--- config.mk ---
export PLATFORM = sky130hd
export DESIGN_NAME = multiplexed_seven_segment_number_flat
export DESIGN_NICKNAME = d
export VERILOG_FILES = /design/src/hw/rtl/mssn_pkg.sv /design/src/hw/rtl/mssn_in_if.sv /design/src/hw/rtl/mssn_out_if.sv /design/src/hw/rtl/multiplexed_seven_segment_number.sv /design/src/hw/rtl/mssn_front.sv /design/src/hw/rtl/mssn_queue.sv /design/src/hw/rtl/mssn_back.sv /design/src/flat_wrapper.sv
export VERILOG_INCLUDE_DIRS = /design/src /design/src/hw/rtl
export SDC_FILE = /design/constraint.sdc
export NUM_CORES = 1
export LEC_CHECK = 0
export BUFFER_PORTS_ARGS = -buffer_cell sky130_fd_sc_hd__buf_2
export CAP_MARGIN = 20
export CORE_AREA = 2 2 151 153
export DETAILED_ROUTE_END_ITERATION = 10
export DIE_AREA = 0 0 153 155
export HOLD_SLACK_MARGIN = 0.06
export PLACE_DENSITY = 0.6
export SKIP_CTS_REPAIR_TIMING = 1
export SLEW_MARGIN = 0
export SYNTH_ARGS = -nofsm -noshare
export SYNTH_HDL_FRONTEND = slang
export SYNTH_SLANG_ARGS = --single-unit
export TNS_END_PERCENT = 20
--- constraint.sdc ---
create_clock -name i_clk -period 11 [get_ports i_clk]
set_input_delay 1.65 -clock i_clk [delete_from_list [all_inputs] [get_ports i_clk]]
set_output_delay 1.65 -clock i_clk [all_outputs]
set_load 0.03 [all_outputs]
--- src/hw/rtl/multiplexed_seven_segment_number_defines.svh ---
// Assertion macros shared by the RTL. Each expects i_clk and i_rst_n in scope.
`ifndef MULTIPLEXED_SEVEN_SEGMENT_NUMBER_DEFINES_SVH
`define MULTIPLEXED_SEVEN_SEGMENT_NUMBER_DEFINES_SVH

// Same-cycle implication.
`define MSSN_ASSERT_IMP(label, ante, cons, msg) \
    label: assert property (@(posedge i_clk) disable iff (!i_rst_n) (ante) |-> (cons)) \
        else $error(msg);

// Next-cycle implication.
`define MSSN_ASSERT_NXT(label, ante, cons, msg) \
    label: assert property (@(posedge i_clk) disable iff (!i_rst_n) (ante) |=> (cons)) \
        else $error(msg);

// Invariant at every edge out of reset.
`define MSSN_ASSERT_HOLD(label, cond, msg) \
    label: assert property (@(posedge i_clk) disable iff (!i_rst_n) (cond)) \
        else $error(msg);

`endif

--- src/hw/rtl/mssn_pkg.sv ---
package mssn_pkg;

    localparam int VALUE_W        = 27;
    localparam int SEL_W          = 8;
    localparam int SEG_W          = 8;
    localparam int MAX_DIGITS     = 8;
    localparam int POS_W          = 3;
    localparam int DEF_NUM_DIGITS = 8;
    localparam int RADIX          = 10;
    localparam int Q_DEPTH        = 2;
    localparam int Q_PTR_W        = 1;
    localparam int Q_CNT_W        = 2;

    localparam logic [SEG_W-1:0] POINT_MASK = 8'h80;

    localparam logic [SEG_W-1:0] FONT [16] = '{
        8'h3f, 8'h06, 8'h5b, 8'h4f,
        8'h66, 8'h6d, 8'h7d, 8'h07,
        8'h7f, 8'h6f, 8'h77, 8'h7c,
        8'h39, 8'h5e, 8'h79, 8'h71
    };

    typedef enum logic [1:0] {
        FS_IDLE,
        FS_CONV,
        FS_PUSH
    } t_front_state;

    // Largest number that n decimal digits can show.
    function automatic int digits_limit(input int n);
        int lim;
        lim = 1;
        for (int k = 0; k < n; k++) begin
            lim = lim * RADIX;
        end
        return lim - 1;
    endfunction

    // Seven-segment pattern, point always dark.
    function automatic logic [SEG_W-1:0] seg_font(input logic [3:0] digit);
        return FONT[digit] & ~POINT_MASK;
    endfunction

endpackage

--- src/hw/rtl/mssn_in_if.sv ---
interface mssn_in_if import mssn_pkg::*; ();
    logic               valid;
    logic               ready;
    logic [VALUE_W-1:0] value;

    modport source (output valid, output value, input ready);
    modport sink   (input valid, input value, output ready);
endinterface

--- src/hw/rtl/mssn_out_if.sv ---
interface mssn_out_if import mssn_pkg::*; ();
    logic             valid;
    logic             ready;
    logic [SEL_W-1:0] digit_select;
    logic [SEG_W-1:0] segments;
    logic             last_digit;

    modport source (output valid, output digit_select, output segments, output last_digit,
                    input ready);
    modport sink   (input valid, input digit_select, input segments, input last_digit,
                    output ready);
endinterface

--- src/hw/rtl/multiplexed_seven_segment_number.sv ---
// Seven-segment number driver. Each input word carries one unsigned number;
// values above the largest that NUM_DIGITS decimal digits can show are clamped
// to all nines, and a zero word is taken and produces nothing. The number is
// converted to BCD by a shift-and-add-3 engine, one input bit per cycle; the
// front end then hands the BCD word to a two-entry queue and takes no new word
// until the queue has taken it. The back end drains the queue and emits one
// output word per shown digit, least significant first, at one word per cycle
// when the sink keeps ready high: an active-low one-cold digit select (bit 0
// is the rightmost digit), the hex-font segment pattern with the point dark,
// and last_digit set on the most significant nonzero digit. Leading zeros are
// not shown. The conversion loop sets the sustained rate; the back end runs a
// number's digits while the next one converts.
module multiplexed_seven_segment_number import mssn_pkg::*; #(
    parameter int NUM_DIGITS = DEF_NUM_DIGITS
) (
    input  logic       i_clk,
    input  logic       i_rst_n,
    mssn_in_if.sink    i_in,
    mssn_out_if.source o_out
);

    localparam int BCD_W = 4 * NUM_DIGITS;

    // Front to queue
    logic             push_valid;
    logic             push_ready;
    logic [BCD_W-1:0] push_bcd;

    // Queue to back
    logic             q_valid;
    logic             q_pop;
    logic [BCD_W-1:0] q_bcd;

    // Clamp, drop zero, convert to BCD.
    mssn_front #(
        .NUM_DIGITS (NUM_DIGITS)
    ) u_front (
        .i_clk        (i_clk),
        .i_rst_n      (i_rst_n),
        .i_in         (i_in),
        .o_push_valid (push_valid),
        .i_push_ready (push_ready),
        .o_push_bcd   (push_bcd)
    );

    // Hold converted numbers so conversion and emission overlap.
    mssn_queue #(
        .NUM_DIGITS (NUM_DIGITS)
    ) u_queue (
        .i_clk        (i_clk),
        .i_rst_n      (i_rst_n),
        .i_push_valid (push_valid),
        .o_push_ready (push_ready),
        .i_push_bcd   (push_bcd),
        .o_pop_valid  (q_valid),
        .i_pop        (q_pop),
        .o_pop_bcd    (q_bcd)
    );

    // Walk the digits and drive the registered output.
    mssn_back #(
        .NUM_DIGITS (NUM_DIGITS)
    ) u_back (
        .i_clk     (i_clk),
        .i_rst_n   (i_rst_n),
        .i_q_valid (q_valid),
        .o_pop     (q_pop),
        .i_q_bcd   (q_bcd),
        .o_out     (o_out)
    );

endmodule

--- src/hw/rtl/mssn_front.sv ---
module mssn_front import mssn_pkg::*; #(
    parameter int NUM_DIGITS = DEF_NUM_DIGITS
) (
    input  logic                  i_clk,
    input  logic                  i_rst_n,
    mssn_in_if.sink               i_in,
    output logic                  o_push_valid,
    input  logic                  i_push_ready,
    output logic [4*NUM_DIGITS-1:0] o_push_bcd
);

    localparam int BCD_W = 4 * NUM_DIGITS;
    localparam int CNT_W = $clog2(VALUE_W);
    localparam logic [VALUE_W-1:0] LIMIT = VALUE_W'(digits_limit(NUM_DIGITS));
    localparam logic [CNT_W-1:0]   LAST_CNT = CNT_W'(VALUE_W - 1);

    t_front_state       r_state, n_state;
    logic [VALUE_W-1:0] r_bin, n_bin;
    logic [BCD_W-1:0]   r_bcd, n_bcd;
    logic [CNT_W-1:0]   r_cnt, n_cnt;
    logic [VALUE_W-1:0] sat_value;
    logic [BCD_W-1:0]   dabbed;

    assign sat_value = (i_in.value > LIMIT) ? LIMIT : i_in.value;

    // Add 3 to every digit of 5 or more before the shift.
    always_comb begin
        for (int d = 0; d < NUM_DIGITS; d++) begin
            if (r_bcd[4*d +: 4] >= 4'd5) begin
                dabbed[4*d +: 4] = r_bcd[4*d +: 4] + 4'd3;
            end else begin
                dabbed[4*d +: 4] = r_bcd[4*d +: 4];
            end
        end
    end

    always_ff @(posedge i_clk) begin
        if (!i_rst_n) begin
            r_state <= FS_IDLE;
        end else begin
            r_state <= n_state;
        end
        r_bin <= n_bin;
        r_bcd <= n_bcd;
        r_cnt <= n_cnt;
    end

    always_comb begin
        n_state      = r_state;
        n_bin        = r_bin;
        n_bcd        = r_bcd;
        n_cnt        = r_cnt;
        i_in.ready   = (r_state == FS_IDLE);
        o_push_valid = (r_state == FS_PUSH);
        case (r_state)
            FS_IDLE: begin
                // A zero word shows nothing: drop it here.
                if (i_in.valid && (sat_value != '0)) begin
                    n_bin   = sat_value;
                    n_bcd   = '0;
                    n_cnt   = '0;
                    n_state = FS_CONV;
                end
            end
            FS_CONV: begin
                n_bin = r_bin << 1;
                n_bcd = {dabbed[BCD_W-2:0], r_bin[VALUE_W-1]};
                n_cnt = r_cnt + CNT_W'(1);
                if (r_cnt == LAST_CNT) begin
                    n_state = FS_PUSH;
                end
            end
            FS_PUSH: begin
                if (i_push_ready) begin
                    n_state = FS_IDLE;
                end
            end
            default: begin
                n_state = FS_IDLE;
            end
        endcase
    end

    assign o_push_bcd = r_bcd;

endmodule

--- src/hw/rtl/mssn_queue.sv ---
`include "multiplexed_seven_segment_number_defines.svh"

module mssn_queue import mssn_pkg::*; #(
    parameter int NUM_DIGITS = DEF_NUM_DIGITS
) (
    input  logic                    i_clk,
    input  logic                    i_rst_n,
    input  logic                    i_push_valid,
    output logic                    o_push_ready,
    input  logic [4*NUM_DIGITS-1:0] i_push_bcd,
    output logic                    o_pop_valid,
    input  logic                    i_pop,
    output logic [4*NUM_DIGITS-1:0] o_pop_bcd
);

    localparam int BCD_W = 4 * NUM_DIGITS;

    logic [BCD_W-1:0]   r_mem [Q_DEPTH];
    logic [Q_PTR_W-1:0] r_wptr, r_rptr;
    logic [Q_CNT_W-1:0] r_count;
    logic               push, pop;

    assign o_push_ready = (r_count != Q_CNT_W'(Q_DEPTH));
    assign o_pop_valid  = (r_count != '0);
    assign push         = i_push_valid && o_push_ready;
    assign pop          = i_pop && o_pop_valid;
    assign o_pop_bcd    = r_mem[r_rptr];

    always_ff @(posedge i_clk) begin
        if (push) begin
            r_mem[r_wptr] <= i_push_bcd;
        end
    end

    always_ff @(posedge i_clk) begin
        if (!i_rst_n) begin
            r_wptr  <= '0;
            r_rptr  <= '0;
            r_count <= '0;
        end else begin
            if (push) begin
                r_wptr <= r_wptr + Q_PTR_W'(1);
            end
            if (pop) begin
                r_rptr <= r_rptr + Q_PTR_W'(1);
            end
            if (push && !pop) begin
                r_count <= r_count + Q_CNT_W'(1);
            end else if (pop && !push) begin
                r_count <= r_count - Q_CNT_W'(1);
            end
        end
    end

    `MSSN_ASSERT_HOLD(a_q_bound, r_count <= Q_CNT_W'(Q_DEPTH), "queue fill out of range")
    `MSSN_ASSERT_NXT(a_q_grow, push && !pop, r_count == $past(r_count) + Q_CNT_W'(1), "fill did not grow")
    `MSSN_ASSERT_NXT(a_q_shrink, pop && !push, r_count == $past(r_count) - Q_CNT_W'(1), "fill did not shrink")

endmodule

--- src/hw/rtl/mssn_back.sv ---
`include "multiplexed_seven_segment_number_defines.svh"

module mssn_back import mssn_pkg::*; #(
    parameter int NUM_DIGITS = DEF_NUM_DIGITS
) (
    input  logic                    i_clk,
    input  logic                    i_rst_n,
    input  logic                    i_q_valid,
    output logic                    o_pop,
    input  logic [4*NUM_DIGITS-1:0] i_q_bcd,
    mssn_out_if.source              o_out
);

    localparam int BCD_W = 4 * NUM_DIGITS;

    logic             r_busy, n_busy;
    logic [BCD_W-1:0] r_bcd, n_bcd;
    logic [POS_W-1:0] r_pos, n_pos;
    logic             r_out_valid, n_out_valid;
    logic [SEL_W-1:0] r_out_sel, n_out_sel;
    logic [SEG_W-1:0] r_out_seg, n_out_seg;
    logic             r_out_last, n_out_last;
    logic             load, is_last;

    assign o_pop   = i_q_valid && !r_busy;
    assign load    = r_busy && (!r_out_valid || o_out.ready);
    assign is_last = ((r_bcd >> 4) == '0);

    always_comb begin
        n_busy      = r_busy;
        n_bcd       = r_bcd;
        n_pos       = r_pos;
        n_out_valid = r_out_valid;
        n_out_sel   = r_out_sel;
        n_out_seg   = r_out_seg;
        n_out_last  = r_out_last;
        if (o_pop) begin
            n_busy = 1'b1;
            n_bcd  = i_q_bcd;
            n_pos  = '0;
        end
        if (load) begin
            n_out_valid = 1'b1;
            n_out_sel   = ~(SEL_W'(1) << r_pos);
            n_out_seg   = seg_font(r_bcd[3:0]);
            n_out_last  = is_last;
            n_bcd       = r_bcd >> 4;
            n_pos       = r_pos + POS_W'(1);
            if (is_last) begin
                n_busy = 1'b0;
            end
        end else if (o_out.ready) begin
            n_out_valid = 1'b0;
        end
    end

    always_ff @(posedge i_clk) begin
        if (!i_rst_n) begin
            r_busy      <= 1'b0;
            r_out_valid <= 1'b0;
        end else begin
            r_busy      <= n_busy;
            r_out_valid <= n_out_valid;
        end
        r_bcd      <= n_bcd;
        r_pos      <= n_pos;
        r_out_sel  <= n_out_sel;
        r_out_seg  <= n_out_seg;
        r_out_last <= n_out_last;
    end

    assign o_out.valid        = r_out_valid;
    assign o_out.digit_select = r_out_sel;
    assign o_out.segments     = r_out_seg;
    assign o_out.last_digit   = r_out_last;

    `MSSN_ASSERT_IMP(a_busy_nonzero, r_busy, r_bcd != '0, "busy with no digits left")
    `MSSN_ASSERT_IMP(a_more_pending, r_out_valid && !r_out_last, r_busy, "run ended early")
    `MSSN_ASSERT_NXT(a_pop_starts, o_pop, r_busy, "pop did not start a run")

endmodule
--- src/flat_wrapper.sv ---
// flat-port wrapper written by rule: the top's interface ports become plain ports
module multiplexed_seven_segment_number_flat import mssn_pkg::*;
#(
    parameter int NUM_DIGITS = DEF_NUM_DIGITS
)
  (i_clk, i_rst_n, i_in_valid, i_in_value, i_in_ready, o_out_valid, o_out_digit_select, o_out_segments, o_out_last_digit, o_out_ready);
  mssn_in_if i_in_i ();
  mssn_out_if o_out_i ();
  input  logic i_clk;
  input  logic i_rst_n;
  input wire logic [$bits(i_in_i.valid)-1:0] i_in_valid;
  input wire logic [$bits(i_in_i.value)-1:0] i_in_value;
  output wire logic [$bits(i_in_i.ready)-1:0] i_in_ready;
  output wire logic [$bits(o_out_i.valid)-1:0] o_out_valid;
  output wire logic [$bits(o_out_i.digit_select)-1:0] o_out_digit_select;
  output wire logic [$bits(o_out_i.segments)-1:0] o_out_segments;
  output wire logic [$bits(o_out_i.last_digit)-1:0] o_out_last_digit;
  input wire logic [$bits(o_out_i.ready)-1:0] o_out_ready;
  assign i_in_i.valid = i_in_valid;
  assign i_in_i.value = i_in_value;
  assign i_in_ready = i_in_i.ready;
  assign o_out_valid = o_out_i.valid;
  assign o_out_digit_select = o_out_i.digit_select;
  assign o_out_segments = o_out_i.segments;
  assign o_out_last_digit = o_out_i.last_digit;
  assign o_out_i.ready = o_out_ready;
  multiplexed_seven_segment_number #(.NUM_DIGITS(NUM_DIGITS)) u_core (.i_clk(i_clk), .i_rst_n(i_rst_n), .i_in(i_in_i), .o_out(o_out_i));
endmodule
==> results.cfg <==
[worst_setup_path]
cp_top_family = compound AO/OA/AOI/OAI gates
crit_required_ns = 11.11
worst_path_max_delay_cell = o31ai_1
startpoint_type = primary input
crit_buf_inv = 2
critPathMaxStageDelay_ns = 0.59
crit_arrival_ns = 3.58
crit_fanout = 49
crit_path_cell_trace = buf_2, or4_4, o31ai_1, a21oi_4, buf_4
crit_type = primary input to flip-flop
end_kind = flip-flop

[logic_synthesis]
seq_area_frac_synth = 0.663
yosysTopAreaCell = edfxtp_1
synth_area_um2 = 8320
ys_ff_latch = 188
syn_inst = 653
syn_area_per_cell_um2 = 12.7
syn_nets = 716
synthFlopType = edfxtp_1
synth-edff-count = 175
synthTopCellsByArea = edfxtp_1, ha_1, mux2i_1
async_reset_ff_frac = 0
yosys_warnings = 0
yosys.cell_types.count = 42
yosysTopAreaCellShare = 0.632

[clock_network]
cts.sinks = 188
clk_pin_slew_ns = 0.06
cts_tree = done
cts_buffers = 17
cts-root-buf = clkbuf_16
cts_buffer_depth = 2
htree_levels = 4
insertion_delay_ns = 0.43

[layout]
nets = 766
fin_util = 0.428
drive_gt1_frac = 0.137
nFillCells = 2045
final_cells = 1001
num_antenna_cells = 0
final_common_cell = edfxtp_1
final_cell_mix = edfxtp_1, nor2_1, nand2_1
syn2layout_area_growth_pct = 14.2

[routing]
drt_pass1_iterations = 4
drt-total-wl_um = 14100
vias = 4953
drtAntennaViolNets = 0
drc = 0
detail_route.wl_per_cell_um = 14.1
drt_iter0_drc = 327
drt-vias-per-instance = 4.95

[floorplanning]
die_area_um2 = 23700
fp.dieH_um = 155
die_w_um = 153
ios = 50
core_area_um2 = 22200
initial_core_util = 0.374
num_rows = 55

[power]
seqPwrFrac = 0.500
leakagePower_nw = 3.35
power_density_nw_per_um2 = 237
ir_drop_mv = 0.112
switching_share = 0.307
clock_power_share = 0.274
combPwrFrac = 0.227
p_int_mw = 1.56
switchingPower_mw = 0.694

[timing]
clock_skew_ns = 0.00862
fin_crit_ns = 3.48
fmaxAchievable_mhz = 288
slew_violations = 0
slew_headroom = 0.333
whs_ns = 0.500
rsz0062_at_grt = no
setup_viol = 0
finalSetupTns_ns = 0
final_hold_viol_count = 0
worst_slew_pin_slew_ns = 1.00
fin_crit_sh = 0.316

[global_route]
grt_pass1_vias = 4806
grt_antenna_before_repair = 0
track_usage = 0.122
overflow = 0
grt_max_degree = 77
grt_first_pass_wirelength_um = 23000

[min_path]
min_path_type = flip-flop to flip-flop

[place]
dp.cells = 968
gp_congestion = 0.850
portBuffers = 48
dp_hpwl_um = 9520

[run]
drv_cap = 0

[outcome]
status = finished clean
synth_stat cells, types with 13 or more instances:
master / number
a211oi_1: 13
a21oi_1: 35
clkbuf_1: 20
dfxtp_1: 13
edfxtp_1: 175
ha_1: 32
inv_1: 30
mux2i_1: 32
nand2_1: 61
nor2_1: 73
nor2b_1: 13
o21ai_0: 39
metal layers:
metal	global-route usage	up-vias	wire length (µm)
li1	-	2462	-
met1	0.153	2364	6430
met2	0.204	105	6790
met3	0.0320	22	656
met4	0.0437	0	227
met5	0	-	0
registers in the layout (all words and copies together) (netlist names), 2 cells and up, named ones only:
name / cells
u_core.u_back.r_pos: 3
u_core.u_front.o_push_bcd: 32
u_core.u_back.o_out.digit_select: 8
u_core.u_front.r_state: 2
u_core.u_back.r_bcd: 32
u_core.u_front.r_cnt: 5
u_core.u_back.o_out.segments: 7
u_core.u_queue.r_mem: 64
u_core.u_queue.r_count: 2
u_core.u_front.r_bin: 27
stage by stage:
step	total power [mW]	setup slack, ns	cell area (µm²)
2_1_floorplan	1.51	5.49	8320
3_3_place_gp	1.63	7.15	8880
3_5_place_dp	1.66	7.09	8880
4_1_cts	2.27	7.53	9480
5_1_grt	2.39	7.38	9500
6_report	2.26	7.52	9500
power groups by stage:
stage | Combinational (mW) | Sequential, mW | Clock, mW
6_report | 0.512 | 1.13 | 0.617
5_1_grt | 0.583 | 1.15 | 0.662
3_5_place_dp | 0.510 | 1.15 | 0
2_1_floorplan | 0.390 | 1.12 | 0
4_1_cts | 0.513 | 1.13 | 0.631
3_3_place_gp | 0.492 | 1.14 | 0
logic make-up after synthesis:
group                      count (synthesis)  share of synthesized area
AOI/OAI and AO/OA                        113                     0.0801
adders and majority gates                 32                     0.0481
muxes                                     33                     0.0412
and+or+nand+nor                          208                      0.118
buffers and inverters                     56                     0.0263
xor gates and xnor gates                  22                     0.0232
DFF                                      188                      0.663
other                                      1                   0.000451
worst register-to-register path, cell delays in order, from the launching register on:
cell and delay (ns):
dfxtp_1 0.39, nand2b_1 0.23, and3_1 0.33, nor2b_2 0.36
buf_4 0.42
layout make-up:
cell class | instances | area, µm² | share of cell area
Multi-Input combinational cell | 409 | 2600 | 0.274
Clock buffer | 19 | 433 | 0.0456
Tap cell | 285 | 357 | 0.0375
Inverter | 31 | 116 | 0.0122
Clock inverter | 13 | 166 | 0.0175
Sequential cell | 188 | 5520 | 0.580
Timing Repair Buffer | 56 | 313 | 0.0329
path summary, 6_finish.rpt:
check	startpoint	endpoint	slack, ns	cells after the start
setup / recovery	i_in_value[19]	u_core.u_front.o_push_bcd[12]	7.52	5
hold reg to reg	u_core.u_front.o_push_bcd[29]	u_core.u_queue.r_mem[1][29]	0.50	0
setup reg to reg	u_core.u_queue.r_count[0]	u_core.u_queue.r_mem[0][2]	8.91	4
hold / removal	u_core.u_front.o_push_bcd[29]	u_core.u_queue.r_mem[1][29]	0.50	0
No activity file was read; power rests on OpenSTA's default activity.
